**src/rtl/bole_pkg.sv**
```systemverilog
`timescale 1ns / 1ps
// ----------------------------------------------------------------------------
// bole_pkg
// Shared types and constants for the bounded ordered list engine.
// ----------------------------------------------------------------------------
package bole_pkg;

    localparam int DEPTH = 16;
    localparam int WIDTH = 32;
    localparam int AW    = $clog2(DEPTH);
    localparam int CW    = $clog2(DEPTH + 1);

    typedef enum logic [3:0] {
        ACT_PUSH_BACK  = 4'd0,
        ACT_POP_BACK   = 4'd1,
        ACT_PUSH_FRONT = 4'd2,
        ACT_POP_FRONT  = 4'd3,
        ACT_INSERT     = 4'd4,
        ACT_ERASE      = 4'd5,
        ACT_FIND       = 4'd6,
        ACT_SET        = 4'd7,
        ACT_SORT       = 4'd8,
        ACT_BSEARCH    = 4'd9,
        ACT_REMOVE_ALL = 4'd10,
        ACT_DUMP       = 4'd11
    } action_t;

    localparam logic [2:0] ST_OK        = 3'd0;
    localparam logic [2:0] ST_FULL      = 3'd1;
    localparam logic [2:0] ST_EMPTY     = 3'd2;
    localparam logic [2:0] ST_BAD_POS   = 3'd3;
    localparam logic [2:0] ST_NOT_FOUND = 3'd4;

    typedef enum logic [3:0] {
        S_IDLE,
        S_DECODE,
        S_SHIFT_UP,
        S_SHIFT_DN,
        S_WRITE,
        S_FIND,
        S_SORT_OUTER,
        S_SORT_INNER,
        S_SORT_PLACE,
        S_BS_STEP,
        S_REMOVE,
        S_DUMP,
        S_RESULT
    } state_t;

    // datapath register file ops, one per cycle
    typedef enum logic [1:0] {
        RF_NONE,
        RF_WRITE_VAL,  // wr_addr <= operand
        RF_WRITE_TMP,  // wr_addr <= tmp
        RF_MOVE        // wr_addr <= elem[rd_addr]
    } rf_op_t;

    typedef struct packed {
        rf_op_t         op;
        logic [AW-1:0]  rd_addr;
        logic [AW-1:0]  wr_addr;
        logic           load_tmp;   // tmp <= elem[rd_addr]
    } dp_cmd_t;

    typedef struct packed {
        logic           rd_eq_val;  // elem[rd_addr] == operand
        logic           rd_gt_tmp;  // elem[rd_addr] > tmp (signed)
        logic           rd_gt_val;  // elem[rd_addr] > operand
        logic [WIDTH-1:0] rd_data;
    } dp_stat_t;

endpackage

```
**src/rtl/bole_datapath.sv**
```systemverilog
`timescale 1ns / 1ps
// ----------------------------------------------------------------------------
// bole_datapath
// Element store, temporary register and comparators.
// ----------------------------------------------------------------------------
module bole_datapath (
    input  logic                      aclk,
    input  bole_pkg::dp_cmd_t         cmd,
    input  logic [bole_pkg::WIDTH-1:0] val,
    output bole_pkg::dp_stat_t        stat
);

    logic [bole_pkg::WIDTH-1:0] elem_reg [bole_pkg::DEPTH];
    logic [bole_pkg::WIDTH-1:0] tmp_reg;
    logic [bole_pkg::WIDTH-1:0] rd;

    assign rd = elem_reg[cmd.rd_addr];

    always_ff @(posedge aclk) begin
        case (cmd.op)
            bole_pkg::RF_WRITE_VAL: elem_reg[cmd.wr_addr] <= val;
            bole_pkg::RF_WRITE_TMP: elem_reg[cmd.wr_addr] <= tmp_reg;
            bole_pkg::RF_MOVE:      elem_reg[cmd.wr_addr] <= rd;
            default: ;
        endcase
        if (cmd.load_tmp) begin
            tmp_reg <= rd;
        end
    end

    assign stat.rd_eq_val = (rd == val);
    assign stat.rd_gt_tmp = ($signed(rd) > $signed(tmp_reg));
    assign stat.rd_gt_val = ($signed(rd) > $signed(val));
    assign stat.rd_data   = rd;

endmodule

```
**src/rtl/bole_ctrl.sv**
```systemverilog
`timescale 1ns / 1ps
// ----------------------------------------------------------------------------
// bole_ctrl
// Sequencer: decodes the action, walks the list and builds results.
// ----------------------------------------------------------------------------
module bole_ctrl (
    input  logic                      aclk,
    input  logic                      aresetn,
    input  logic                      s_valid,
    output logic                      s_ready,
    input  logic [3:0]                s_action,
    input  logic [4:0]                s_position,
    output logic                      m_valid,
    input  logic                      m_ready,
    output logic [2:0]                m_status,
    output logic [4:0]                m_found_index,
    output logic [31:0]               m_element,
    output logic [4:0]                m_length,
    output logic                      m_last,
    output bole_pkg::dp_cmd_t         cmd,
    input  bole_pkg::dp_stat_t        stat
);

    localparam int AW = bole_pkg::AW;
    localparam int CW = bole_pkg::CW;
    localparam logic [CW-1:0] FULL = CW'(bole_pkg::DEPTH);

    bole_pkg::state_t state_reg, state_next;
    logic [3:0]    act_reg, act_next;
    logic [4:0]    pos_reg, pos_next;
    logic [CW-1:0] cnt_reg, cnt_next;
    // general index registers: i = loop index / lo, j = inner / hi, w = write ptr
    logic [CW:0]   i_reg, i_next, j_reg, j_next, w_reg, w_next;
    logic [2:0]    st_reg, st_next;
    logic [4:0]    idx_reg, idx_next;
    logic [31:0]   el_reg, el_next;
    logic          last_reg, last_next;
    logic          mv_reg, mv_next;
    logic [CW:0]   mid;

    assign mid = i_reg + ((j_reg - i_reg) >> 1);
    // a pending result must leave before the result register is reloaded
    assign s_ready = (state_reg == bole_pkg::S_IDLE) && (!mv_reg || m_ready);
    assign m_valid = mv_reg;
    assign m_status = st_reg;
    assign m_found_index = idx_reg;
    assign m_element = el_reg;
    assign m_length = 5'(cnt_reg);
    assign m_last = last_reg;

    always_ff @(posedge aclk) begin
        if (!aresetn) begin
            state_reg <= bole_pkg::S_IDLE;
            cnt_reg   <= '0;
            mv_reg    <= 1'b0;
        end else begin
            state_reg <= state_next;
            cnt_reg   <= cnt_next;
            mv_reg    <= mv_next;
        end
        act_reg  <= act_next;
        pos_reg  <= pos_next;
        i_reg    <= i_next;
        j_reg    <= j_next;
        w_reg    <= w_next;
        st_reg   <= st_next;
        idx_reg  <= idx_next;
        el_reg   <= el_next;
        last_reg <= last_next;
    end

    always_comb begin
        state_next = state_reg;
        act_next = act_reg;
        pos_next = pos_reg;
        cnt_next = cnt_reg;
        i_next = i_reg;
        j_next = j_reg;
        w_next = w_reg;
        st_next = st_reg;
        idx_next = idx_reg;
        el_next = el_reg;
        last_next = last_reg;
        mv_next = mv_reg;
        cmd = '{op: bole_pkg::RF_NONE, rd_addr: '0, wr_addr: '0, load_tmp: 1'b0};
        if (mv_reg && m_ready) begin
            mv_next = 1'b0;
        end
        case (state_reg)
            bole_pkg::S_IDLE: begin
                if (s_valid && s_ready) begin
                    act_next = s_action;
                    pos_next = s_position;
                    st_next = bole_pkg::ST_OK;
                    idx_next = 5'h1f;
                    el_next = '0;
                    last_next = 1'b1;
                    state_next = bole_pkg::S_DECODE;
                end
            end
            bole_pkg::S_DECODE: begin
                state_next = bole_pkg::S_RESULT;
                case (act_reg)
                    bole_pkg::ACT_PUSH_BACK: begin
                        if (cnt_reg == FULL) st_next = bole_pkg::ST_FULL;
                        else begin
                            cmd.op = bole_pkg::RF_WRITE_VAL;
                            cmd.wr_addr = AW'(cnt_reg);
                            cnt_next = cnt_reg + 1'b1;
                        end
                    end
                    bole_pkg::ACT_POP_BACK: begin
                        if (cnt_reg == 0) st_next = bole_pkg::ST_EMPTY;
                        else cnt_next = cnt_reg - 1'b1;
                    end
                    bole_pkg::ACT_PUSH_FRONT, bole_pkg::ACT_INSERT: begin
                        if (cnt_reg == FULL) st_next = bole_pkg::ST_FULL;
                        else if (act_reg == bole_pkg::ACT_INSERT &&
                                 (pos_reg == 0 || (CW+1)'(pos_reg) > (CW+1)'(cnt_reg)))
                            st_next = bole_pkg::ST_BAD_POS;
                        else begin
                            i_next = (CW+1)'(cnt_reg);
                            j_next = (act_reg == bole_pkg::ACT_INSERT) ?
                                     (CW+1)'(pos_reg - 5'd1) : '0;
                            state_next = bole_pkg::S_SHIFT_UP;
                        end
                    end
                    bole_pkg::ACT_POP_FRONT, bole_pkg::ACT_ERASE: begin
                        if (cnt_reg == 0) st_next = bole_pkg::ST_EMPTY;
                        else if (act_reg == bole_pkg::ACT_ERASE &&
                                 (pos_reg == 0 || (CW+1)'(pos_reg) > (CW+1)'(cnt_reg)))
                            st_next = bole_pkg::ST_BAD_POS;
                        else begin
                            i_next = (act_reg == bole_pkg::ACT_ERASE) ?
                                     (CW+1)'(pos_reg - 5'd1) : '0;
                            state_next = bole_pkg::S_SHIFT_DN;
                        end
                    end
                    bole_pkg::ACT_SET: begin
                        if (cnt_reg == 0) st_next = bole_pkg::ST_EMPTY;
                        else if (pos_reg == 0 || (CW+1)'(pos_reg) > (CW+1)'(cnt_reg))
                            st_next = bole_pkg::ST_BAD_POS;
                        else begin
                            cmd.op = bole_pkg::RF_WRITE_VAL;
                            cmd.wr_addr = AW'(pos_reg - 5'd1);
                        end
                    end
                    bole_pkg::ACT_FIND: begin
                        if (cnt_reg == 0) st_next = bole_pkg::ST_EMPTY;
                        else begin
                            st_next = bole_pkg::ST_NOT_FOUND;
                            i_next = '0;
                            state_next = bole_pkg::S_FIND;
                        end
                    end
                    bole_pkg::ACT_SORT, bole_pkg::ACT_BSEARCH: begin
                        if (act_reg == bole_pkg::ACT_BSEARCH && cnt_reg == 0)
                            st_next = bole_pkg::ST_EMPTY;
                        else begin
                            i_next = (CW+1)'(1);
                            state_next = bole_pkg::S_SORT_OUTER;
                        end
                    end
                    bole_pkg::ACT_REMOVE_ALL: begin
                        i_next = '0;
                        w_next = '0;
                        state_next = bole_pkg::S_REMOVE;
                    end
                    bole_pkg::ACT_DUMP: begin
                        if (cnt_reg == 0) st_next = bole_pkg::ST_EMPTY;
                        else begin
                            i_next = '0;
                            state_next = bole_pkg::S_DUMP;
                        end
                    end
                    default: ;
                endcase
            end
            bole_pkg::S_SHIFT_UP: begin
                // elem[i] <= elem[i-1] down to j, then elem[j] <= value
                if (i_reg == j_reg) begin
                    cmd.op = bole_pkg::RF_WRITE_VAL;
                    cmd.wr_addr = AW'(j_reg);
                    cnt_next = cnt_reg + 1'b1;
                    state_next = bole_pkg::S_RESULT;
                end else begin
                    cmd.op = bole_pkg::RF_MOVE;
                    cmd.rd_addr = AW'(i_reg - 1'b1);
                    cmd.wr_addr = AW'(i_reg);
                    i_next = i_reg - 1'b1;
                end
            end
            bole_pkg::S_SHIFT_DN: begin
                if (i_reg + 1'b1 >= (CW+1)'(cnt_reg)) begin
                    cnt_next = cnt_reg - 1'b1;
                    state_next = bole_pkg::S_RESULT;
                end else begin
                    cmd.op = bole_pkg::RF_MOVE;
                    cmd.rd_addr = AW'(i_reg + 1'b1);
                    cmd.wr_addr = AW'(i_reg);
                    i_next = i_reg + 1'b1;
                end
            end
            bole_pkg::S_FIND: begin
                cmd.rd_addr = AW'(i_reg);
                if (stat.rd_eq_val) begin
                    st_next = bole_pkg::ST_OK;
                    idx_next = 5'(i_reg);
                    state_next = bole_pkg::S_RESULT;
                end else if (i_reg + 1'b1 >= (CW+1)'(cnt_reg)) begin
                    state_next = bole_pkg::S_RESULT;
                end else begin
                    i_next = i_reg + 1'b1;
                end
            end
            bole_pkg::S_SORT_OUTER: begin
                // insertion sort: tmp <= elem[i], j <= i
                if (i_reg >= (CW+1)'(cnt_reg)) begin
                    if (act_reg == bole_pkg::ACT_BSEARCH) begin
                        st_next = bole_pkg::ST_NOT_FOUND;
                        i_next = '0;
                        j_next = (CW+1)'(cnt_reg) - 1'b1;
                        state_next = bole_pkg::S_BS_STEP;
                    end else begin
                        state_next = bole_pkg::S_RESULT;
                    end
                end else begin
                    cmd.rd_addr = AW'(i_reg);
                    cmd.load_tmp = 1'b1;
                    j_next = i_reg;
                    state_next = bole_pkg::S_SORT_INNER;
                end
            end
            bole_pkg::S_SORT_INNER: begin
                cmd.rd_addr = AW'(j_reg - 1'b1);
                if (j_reg != 0 && stat.rd_gt_tmp) begin
                    cmd.op = bole_pkg::RF_MOVE;
                    cmd.wr_addr = AW'(j_reg);
                    j_next = j_reg - 1'b1;
                end else begin
                    state_next = bole_pkg::S_SORT_PLACE;
                end
            end
            bole_pkg::S_SORT_PLACE: begin
                cmd.op = bole_pkg::RF_WRITE_TMP;
                cmd.wr_addr = AW'(j_reg);
                i_next = i_reg + 1'b1;
                state_next = bole_pkg::S_SORT_OUTER;
            end
            bole_pkg::S_BS_STEP: begin
                // i = lo, j = hi; hi may go to -1 (all ones), treated as signed
                cmd.rd_addr = AW'(mid);
                if ($signed(i_reg) > $signed(j_reg)) begin
                    state_next = bole_pkg::S_RESULT;
                end else if (stat.rd_eq_val) begin
                    st_next = bole_pkg::ST_OK;
                    idx_next = 5'(mid);
                    state_next = bole_pkg::S_RESULT;
                end else if (stat.rd_gt_val) begin
                    j_next = mid - 1'b1;
                end else begin
                    i_next = mid + 1'b1;
                end
            end
            bole_pkg::S_REMOVE: begin
                if (i_reg >= (CW+1)'(cnt_reg)) begin
                    cnt_next = CW'(w_reg);
                    state_next = bole_pkg::S_RESULT;
                end else begin
                    cmd.rd_addr = AW'(i_reg);
                    if (!stat.rd_eq_val) begin
                        cmd.op = bole_pkg::RF_MOVE;
                        cmd.wr_addr = AW'(w_reg);
                        w_next = w_reg + 1'b1;
                    end
                    i_next = i_reg + 1'b1;
                end
            end
            bole_pkg::S_DUMP: begin
                cmd.rd_addr = AW'(i_reg);
                if (!mv_reg || m_ready) begin
                    mv_next = 1'b1;
                    st_next = bole_pkg::ST_OK;
                    idx_next = 5'h1f;
                    el_next = 32'(stat.rd_data);
                    last_next = (i_reg + 1'b1 == (CW+1)'(cnt_reg));
                    i_next = i_reg + 1'b1;
                    if (i_reg + 1'b1 == (CW+1)'(cnt_reg)) state_next = bole_pkg::S_IDLE;
                end
            end
            bole_pkg::S_RESULT: begin
                if (!mv_reg || m_ready) begin
                    mv_next = 1'b1;
                    state_next = bole_pkg::S_IDLE;
                end
            end
            default: state_next = bole_pkg::S_IDLE;
        endcase
    end

endmodule

```
**src/rtl/bounded_ordered_list_engine_core.sv**
```systemverilog
`timescale 1ns / 1ps
// ----------------------------------------------------------------------------
// bounded_ordered_list_engine_core
// Fixed-capacity signed list with push, pop, insert, search, sort and dump.
// ----------------------------------------------------------------------------
// channel  dir  signals
// s_       in   s_valid s_ready s_action s_position s_operand
// m_       out  m_valid m_ready m_status m_found_index m_element m_length m_last
//
// One transaction at a time. Simple ops pass only through the decode and
// result states; shifts, find, remove and dump walk the element store one
// entry per cycle (dump only while m_ready does not stall); sort is
// insertion sort, and bsearch sorts first, then probes by binary search.
// Reset clears the fill count, the sequencer state and m_valid only.
// A stalled m_ready holds the result register; input waits meanwhile.
// ----------------------------------------------------------------------------
module bounded_ordered_list_engine_core (
    input  logic        aclk,
    input  logic        aresetn,
    input  logic        s_valid,
    output logic        s_ready,
    input  logic [3:0]  s_action,
    input  logic [4:0]  s_position,
    input  logic signed [31:0] s_operand,
    output logic        m_valid,
    input  logic        m_ready,
    output logic [2:0]  m_status,
    output logic signed [4:0]  m_found_index,
    output logic signed [31:0] m_element,
    output logic [4:0]  m_length,
    output logic        m_last
);

    bole_pkg::dp_cmd_t  cmd;
    bole_pkg::dp_stat_t stat;
    logic [31:0] op_reg;
    logic [31:0] el;
    logic [4:0]  fi;

    // operand captured on acceptance
    always_ff @(posedge aclk) begin
        if (s_valid && s_ready) op_reg <= s_operand;
    end

    bole_ctrl u_ctrl (
        .aclk          (aclk),
        .aresetn       (aresetn),
        .s_valid       (s_valid),
        .s_ready       (s_ready),
        .s_action      (s_action),
        .s_position    (s_position),
        .m_valid       (m_valid),
        .m_ready       (m_ready),
        .m_status      (m_status),
        .m_found_index (fi),
        .m_element     (el),
        .m_length      (m_length),
        .m_last        (m_last),
        .cmd           (cmd),
        .stat          (stat)
    );

    bole_datapath u_dp (
        .aclk (aclk),
        .cmd  (cmd),
        .val  (op_reg),
        .stat (stat)
    );

    assign m_element = $signed(el);
    assign m_found_index = $signed(fi);

endmodule
```
**config.mk**
```make
export PLATFORM = sky130hd
export DESIGN_NAME = bounded_ordered_list_engine_core
export DESIGN_NICKNAME = d
export VERILOG_FILES = /design/src/rtl/bole_pkg.sv /design/src/rtl/bole_datapath.sv /design/src/rtl/bole_ctrl.sv /design/src/rtl/bounded_ordered_list_engine_core.sv
export SDC_FILE = /design/constraint.sdc
export NUM_CORES = 1
export LEC_CHECK = 0
export BUFFER_PORTS_ARGS = -buffer_cell sky130_fd_sc_hd__buf_4
export CELL_PAD_IN_SITES_DETAIL_PLACEMENT = 1
export CELL_PAD_IN_SITES_GLOBAL_PLACEMENT = 1
export CORE_ASPECT_RATIO = 1.75
export CORE_MARGIN = 3
export CORE_UTILIZATION = 53
export CTS_CLUSTER_SIZE = 30
export DETAILED_ROUTE_END_ITERATION = 16
export GPL_ROUTABILITY_DRIVEN = 0
export PLACE_DENSITY_LB_ADDON = 0.1
export SLEW_MARGIN = 10
export SYNTH_ARGS = -nofsm -noshare
export SYNTH_HDL_FRONTEND = slang
export SYNTH_SLANG_ARGS = --single-unit
```
**constraint.sdc**
```tcl
create_clock -name aclk -period 23.3 [get_ports aclk]
set_clock_uncertainty 0.05 [all_clocks]
set_input_delay 4.66 -clock aclk [delete_from_list [all_inputs] [get_ports aclk]]
set_output_delay 4.66 -clock aclk [all_outputs]
set_load 0.03 [all_outputs]
```
== After elaboration in Yosys (flattened, before gate mapping) ==
Memory sizes are Yosys's and may differ from the RTL's.
Index checks and enable logic that the tools add are counted.
Storage, ports and cells
  bits in registers: 142
  bits in writable memories: 512
  input port bits: 45
  logic and storage cells: 274
  memories: 1
Memory list
  u_dp.elem_reg: words 16, width 32, rd ports 1, clocked after Yosys merged registers in 0, write ports 1, line bole_datapath.sv:13  | logic [bole_pkg::WIDTH-1:0] elem_reg [bole_pkg::DEPTH];
Operators by class
  $add $sub $neg: 13
  $lt $le $gt $ge: 6
  eq/ne operators: 73
  muxes and demuxes: 127
  bitwise gates (word level): 2
  reduce and logical (&&, ||, !) cells: 38
Operator list (count)
  6-bit 2-to-1 mux: 30
  32-bit 2-to-1 mux: 4
  4-bit 2-to-1 mux: 26
  32-bit greater-than comparator: 2
  32-bit case mux with 2 select lines: 1
  3-bit 2-to-1 mux: 18
  6-bit case mux with 9 select lines: 1
  5-bit 2-to-1 mux: 10
  4-bit case mux with 12 select lines: 1
  4-bit case mux with 6 select lines: 2
  5-bit case mux with 4 select lines: 2
  4-bit == test, second input constant: 9
  32-bit == test: 1
  3-bit != test, second input constant: 10
  6-bit case mux with 5 select lines: 1
  4-bit by 3-bit == test with 1-bit output, second input constant: 7
  2-bit != test, second input constant: 14
  4-bit case mux with 7 select lines: 1
  6-bit case mux with 4 select lines: 1
  2-bit by 1-bit != test with 1-bit output, second input constant: 11
  3-bit case mux with 7 select lines: 1
  10-bit 2-to-1 mux: 2
  6-bit by 1-bit adder with 6-bit output, second input constant: 3
  3-bit case mux with 6 select lines: 1
  other kinds (50): 100

== Depth between registers and ports, before layout ==
Gate-level depths: netlist of the first run.
  gate-level depth with buffers: 28
  depth with buffers taken out: 25

== Cells and area by module ==
Synthesis of the first run repeated with hierarchy kept, for this count alone.
Unflattened totals
  cell total of the unflattened synthesis: 1868
  area, all modules: 29918.7 um^2
Modules (own cells, without submodules)
  bole_datapath: instances 1, cells each 1133, area an instance 22721.8 um^2, sequential area each 16335.7 um^2
  bole_ctrl: instances 1, cells each 702, area an instance 6229.7 um^2, sequential area each 2212.1 um^2
  bounded_ordered_list_engine_core: instances 1, cells each 33, area an instance 967.2 um^2, sequential area each 960.9 um^2

== Worst setup path before layout of the first run ==
Ideal clock, no wire load.
  kind: input to output
  start point: input port m_ready
  end point: output port s_ready
  data arrival time: 5.101 ns
  required time: 18.590 ns
  path slack: 13.489 ns
  stages: 2
  path buffers: 0
  cell sequence: nor2b_1 -> nor2_1
On the way
  word-level cells in the longest chain between the ends: 2
RTL lines
  from (decl): line bounded_ordered_list_engine_core.sv:26  | input logic m_ready,
  1-bit logical OR: line bole_ctrl.sv:43  | assign s_ready = (state_reg == bole_pkg::S_IDLE) && (!mv_reg || m_ready);
  1-bit logical AND: line bole_ctrl.sv:43
  to (decl): line bounded_ordered_list_engine_core.sv:21  | output logic s_ready,
No other way between the ends.

==> results.py, run 1 <==
metrics = {
    "outcome": {
        "status": "finished clean",
    },
    "routing": {
        "drt_iter0_drc": 2219,
        "wl_um": 102100,
        "detail-route-antenna-nets": 0,
        "drt-wirelength-per-cell_um": 32.11,
        "first_pass_iters": 5,
        "num_vias": 21121,
        "via_per_inst": 6.640,
        "drcViolationCount": 0,
    },
    "finish": {
        "largest_reg_flops": 512,
        "finalNonFillerCells": 3181,
        "layout-drive-gt1-share_pct": 14.79,
        "fin_util_pct": 60.04,
        "area_growth_pct": 12.02,
        "multi_input_area_mm2": 0.01048,
        "fin_nets": 2517,
        "seqCellArea_mm2": 0.01951,
        "diodes": 0,
        "nFillCells": 5500,
    },
    "synthesis": {
        "ys_types": 90,
        "ys.flop_type": "edfxtp_1",
        "ys.warnings.count": 0,
        "synth_compound_area_share_pct": 11.12,
        "ys_seq_area_share_pct": 63.49,
        "synth-async-reset-ratio_pct": 0,
        "synth_mux_area_share_pct": 8.022,
        "ys_ff_latch": 653,
        "avgSynthCellArea_um2": 13.59,
        "synth_cells": 2261,
        "synth.net_count": 2414,
        "synth_edf_count": 643,
        "yosys.area_share.simple_pct": 8.494,
        "synth_adder_area_share_pct": 4.447,
        "synth_xor_area_share_pct": 1.226,
        "synth_top_family_by_area": "compound AO/OA/AOI/OAI gates",
        "syn_area_mm2": 0.03073,
    },
    "min_path": {
        "holdPathStages": 2,
        "min_path_type": "reg -> reg",
    },
    "setup_path": {
        "arrival_ps": 11280,
        "path_class": "reg -> reg",
        "cp_common_cell": "buf_4",
        "setup.worst_path.end_class": "flip-flop",
        "r2r_cells": 27,
        "cpPeakStageDelay_ps": 860,
        "worstSetupStartpointType": "flip-flop",
        "critical_path_peak_fanout": 94,
        "path_buf_inv": 6,
        "critPathSlowestCell": "buf_4",
        "endpoint": "u_dp.elem_reg[8][2]",
        "r2r_setup_slack_ps": 12260,
        "crit_family": "simple AND/OR/NAND/NOR gates",
        "crit_path_start": "u_ctrl.i_reg[1]",
        "path_depth": 27,
        "crit_required_ps": 23550,
        "reg2reg_to": "u_dp.elem_reg[8][2]",
        "regToRegStartpoint": "u_ctrl.i_reg[1]",
    },
    "floorplan": {
        "start_util_pct": 53.60,
        "die_y_um": 324.5,
        "die_area_mm2": 0.06102,
        "coreArea_mm2": 0.05733,
        "rows": 116,
        "die_w_um": 188.0,
        "ios": 93,
    },
    "timing": {
        "setup_violations": 0,
        "hold_slack_ps": 602.1,
        "fmax_mhz": 90.61,
        "hold_violations": 0,
        "relSlewSlack_pct": 24.47,
        "fin_setup_tns_ps": 0,
        "setup_ws_ps": 12260,
        "drv_slew": 0,
        "final.min_clock_period_ps": 11040,
        "period_share_pct": 47.37,
        "worstMarginPinSlew_ps": 1133,
        "rsz0062_at_grt": "no",
    },
    "clocking": {
        "cts_resized": 0,
        "clk_pin_slew_ps": 70,
        "cts_tree": "done",
        "cts_setup_buffers": 0,
        "cts_sinks": 653,
        "clk_latency_ps": 660,
        "clockBufferDepth": 3,
        "htree_levels": 2,
        "cts_made_buffers": 58,
        "cts_hold_buf": 0,
        "cts_root_buf": "clkbuf_16",
    },
    "power": {
        "p_leak_nw": 11.68,
        "powerDensity_mw_per_mm2": 144.1,
        "ir_worst_vdd_uv": 145.2,
    },
    "global_routing": {
        "grt_pass1_vias": 22729,
        "grt_pass1_wl_um": 150000,
        "overflow": 0,
        "grt_antenna_before_repair": 2,
        "grt_max_degree": 95,
        "grt_usage_pct": 33.28,
    },
    "placed_design": {
        "dp_cells": 3071,
        "port_buffers": 92,
        "pre_cts_slack_ps": 12390,
        "dpl.hpwl_um": 66780,
    },
    "job": {
        "drv_cap": 0,
    },
}
how the worst min path moves through the flow:
stage,start,slack [ps],end
after floorplan,u_ctrl.w_reg[4],530,u_ctrl.w_reg[4]
after global placement,u_ctrl.w_reg[4],570,u_ctrl.w_reg[4]
after detailed placement,u_ctrl.w_reg[4],570,u_ctrl.w_reg[4]
after CTS,u_ctrl.w_reg[4],610,u_ctrl.w_reg[4]
after global routing,u_ctrl.w_reg[4],680,u_ctrl.w_reg[4]
final,u_ctrl.w_reg[4],600,u_ctrl.w_reg[4]
final cells by class:
cell class                 count  share of cell area, %
clock buffer                  66                  4.362
clock inverter                44                  1.272
inverter                     101                  1.101
multi-input combinational   1396                  30.44
sequential                   653                  56.68
tap                          767                  2.788
timing repair buffer         154                  3.359
routing by layer:
| metal | track usage (%) | up-vias | wire [µm] |
|---|---|---|---|
| li1 | - | 9015 | - |
| met1 | 38.26 | 10827 | 36440 |
| met2 | 58.89 | 924 | 52290 |
| met3 | 4.254 | 355 | 5966 |
| met4 | 20.26 | 0 | 7437 |
| met5 | 0 | - | 0 |
where the power goes:
part           switching, mW  leakage, nW  internal [mW]
logic                   1.56         4.84          0.753
registers             0.0828         5.90           1.57
clock network          0.439        0.947          0.553
kinds of logic (layout without fill, tap and decap cells):
| kind of cell | count (synthesis) | after routing |
|---|---|---|
| flip-flops | 653 | 653 |
| AND/OR/NAND/NOR | 505 | 505 |
| AO/OA/AOI/OAI | 497 | 497 |
| multiplexers | 243 | 243 |
| buffers and inverters | 212 | 365 |
| adder cells (fa/ha/maj) | 108 | 108 |
| XOR/XNOR | 43 | 43 |
worst min-delay path, cell delays in order (launching register included):
cell      delay [ps]
edfxtp_1         390
xor2_1            80
nor2_1            70
cell usage in the layout, fill, tap and decap left out, types with 40 or more instances in the layout:
cell type | Yosys | final
inv_1 | 99 | 99
nand2_1 | 102 | 99
ha_1 | 106 | 106
buf_4 | 14 | 154
nor2_1 | 124 | 108
edfxtp_1 | 643 | 643
and3_1 | 41 | 40
mux2i_1 | 217 | 217
nor3_1 | 82 | 80
a21oi_1 | 111 | 109
o22ai_1 | 113 | 113
o21ai_0 | 56 | 56
clkbuf_16 | 0 | 58
cell usage after synthesis, drive strengths merged (51+ instances only):
cell type	number	area (µm²)
nand2	104	405.4
a21oi	111	555.5
mux2i	217	2172
o22ai	113	706.9
o21ai	60	307.8
nor2	125	471.7
edfxtp	643	19310
nor3	106	650.6
buf	60	411.6
clkbuf	51	192.7
inv	101	379.1
ha	106	1326
metrics by stage:
step	area [µm²]	power, mW
floorplan	30730	3.122
global placement	32480	3.834
detailed placement	32480	3.933
CTS	34420	4.936
global route	34420	5.179
finish	34420	4.960
No activity file was read; power rests on OpenSTA's default activity.
==> run 2, diff against run 1 <==
CORE_UTILIZATION = 52   (was 53)
clock period = 10.6 ns   (was 23.3 ns; I/O delays follow)
==> run 2 against run 1 <==
Compared with the run above:
- die area up 1.9%
- global-route usage down 1.8 points
- register-to-register slack worse by 12000 ps
- flip-flop and latch count unchanged
- utilization down 0.61 points
- non-clock buffer count up 26
- final area up 0.59%
- hold slack better by 14 ps
- critical endpoint is now u_dp.elem_reg[12][3]
- largest power group unchanged
- highest routed layer is now met5
==> results.py, run 2 (synthesized netlist as in run 1, its figures left out) <==
metrics = {
    "routing": {
        "via_per_inst": 6.560,
        "drt-wirelength-per-cell_um": 30.85,
        "drcViolationCount": 0,
        "wl_um": 99030,
        "first_pass_iters": 6,
        "detail-route-antenna-nets": 0,
        "num_vias": 21058,
        "drt_iter0_drc": 1889,
    },
    "clocking": {
        "cts_resized": 0,
        "cts_tree": "done",
        "htree_levels": 2,
        "cts_made_buffers": 58,
        "clockBufferDepth": 3,
        "cts_root_buf": "clkbuf_16",
        "clk_pin_slew_ps": 70,
        "cts_sinks": 653,
        "clk_latency_ps": 650,
        "cts_setup_buffers": 0,
        "cts_hold_buf": 0,
    },
    "placed_design": {
        "placed_area_mm2": 0.03283,
        "port_buffers": 92,
        "dpl.hpwl_um": 69170,
        "pre_cts_slack_ps": 879.5,
    },
    "floorplan": {
        "die_area_mm2": 0.06216,
        "die_w_um": 189.8,
        "die_y_um": 327.6,
        "start_util_pct": 52.74,
        "rows": 117,
        "coreArea_mm2": 0.05826,
        "ios": 93,
    },
    "setup_path": {
        "worstSetupStartpointType": "flip-flop",
        "critical_path_peak_fanout": 20,
        "cp_common_cell": "ha_1",
        "crit_required_ps": 10880,
        "setup.worst_path.end_class": "flip-flop",
        "arrival_ps": 10270,
        "path_class": "reg -> reg",
        "cpPeakStageDelay_ps": 1020,
        "critPathSlowestCell": "nand2_1",
    },
    "global_routing": {
        "grt_antenna_before_repair": 1,
        "grt_max_degree": 81,
        "grt_pass1_vias": 22449,
        "grt_pass1_wl_um": 144300,
        "grt_usage_pct": 31.51,
        "overflow": 0,
    },
    "timing": {
        "fmax_mhz": 100.1,
        "final.min_clock_period_ps": 9985,
        "worstMarginPinSlew_ps": 1261,
        "rsz0062_at_grt": "no",
        "setup_ws_ps": 614.6,
        "fin_setup_tns_ps": 0,
        "relSlewSlack_pct": 15.45,
        "period_share_pct": 94.20,
        "setup_violations": 0,
        "hold_violations": 0,
        "drv_slew": 0,
    },
    "finish": {
        "largest_reg_flops": 512,
        "fin_util_pct": 59.43,
        "most-common-layout-cells": "643 x edfxtp_1, 217 x mux2i_1, 168 x buf_4",
        "fin_nets": 2543,
        "diodes": 0,
        "multi_input_area_mm2": 0.01050,
        "seqCellArea_mm2": 0.01951,
        "layout_commonest_cell": "edfxtp_1",
        "nFillCells": 5720,
        "layout-drive-gt1-share_pct": 15.84,
        "area_growth_pct": 12.68,
        "fin_area_mm2": 0.03462,
    },
    "power": {
        "power_frac_seq_pct": 33.7,
        "ir_worst_vdd_uv": 401.5,
        "switchingPower_mw": 4.554,
        "powerDensity_mw_per_mm2": 311.0,
        "p_int_mw": 6.214,
        "power.clock.fraction_pct": 18.7,
        "p_leak_nw": 11.78,
        "p_sw_share_pct": 42.29,
        "pwr-share-comb_pct": 47.6,
    },
    "job": {
        "drv_cap": 0,
    },
    "min_path": {
        "min_path_type": "reg -> reg",
    },
    "outcome": {
        "status": "finished clean",
    },
}
## run 2: metal layers
metal	up-vias	share of wire [%]	track usage [%]
met5	-	0.018	0
met4	2	7.3	19.37
met3	362	5.8	4.463
met2	1003	52	56.60
met1	10634	35	35.08
li1	9057	-	-
## run 2: path summary, 6_finish.rpt
path	startpoint	to	slack, ps	cells past startpoint
hold reg to reg	u_dp.tmp_reg[14]	u_dp.elem_reg[5][14]	620	2
setup reg to reg	u_ctrl.i_reg[0]	u_dp.elem_reg[12][3]	610	25
hold / removal	u_dp.tmp_reg[14]	u_dp.elem_reg[5][14]	620	2
setup / recovery	u_ctrl.i_reg[0]	u_dp.elem_reg[12][3]	610	25
## run 2: power groups by stage
stage	clock network, mW	logic, mW	registers (mW)
CTS	2.04	5.06	3.62
floorplan	0	3.20	3.66
detailed placement	0	5.02	3.67
global placement	0	4.83	3.66
global route	2.13	5.45	3.64
finish	2.01	5.13	3.63
## run 2: area by class of cell
| cell class | count | area share (%) |
|---|---|---|
| Sequential cell | 653 | 56.35 |
| Multi-Input combinational cell | 1396 | 30.31 |
| Clock buffer | 71 | 4.362 |
| Timing Repair Buffer | 180 | 4.337 |
| Tap cell | 773 | 2.793 |
| Inverter | 101 | 1.095 |
| Clock inverter | 36 | 0.7553 |
## run 2: worst max-delay path: cells and delay by family, from the launching register on
family	cells	cell delay, ps
AO/OA/AOI/OAI	8	2920
XOR/XNOR	1	330
adder cells (fa/ha/maj)	5	1750
buffers and inverters	4	760
flip-flops	1	700
AND/OR/NAND/NOR	7	3110
## run 2: per-stage QoR
stage	total power [mW]	hold slack [ps]	instances
after detailed placement	8.691	578.9	3103
after global routing	11.23	638.0	3210
final	10.77	615.8	3210
after global placement	8.493	564.5	3103
after CTS	10.72	602.2	3210
after floorplan	6.862	528.6	2261
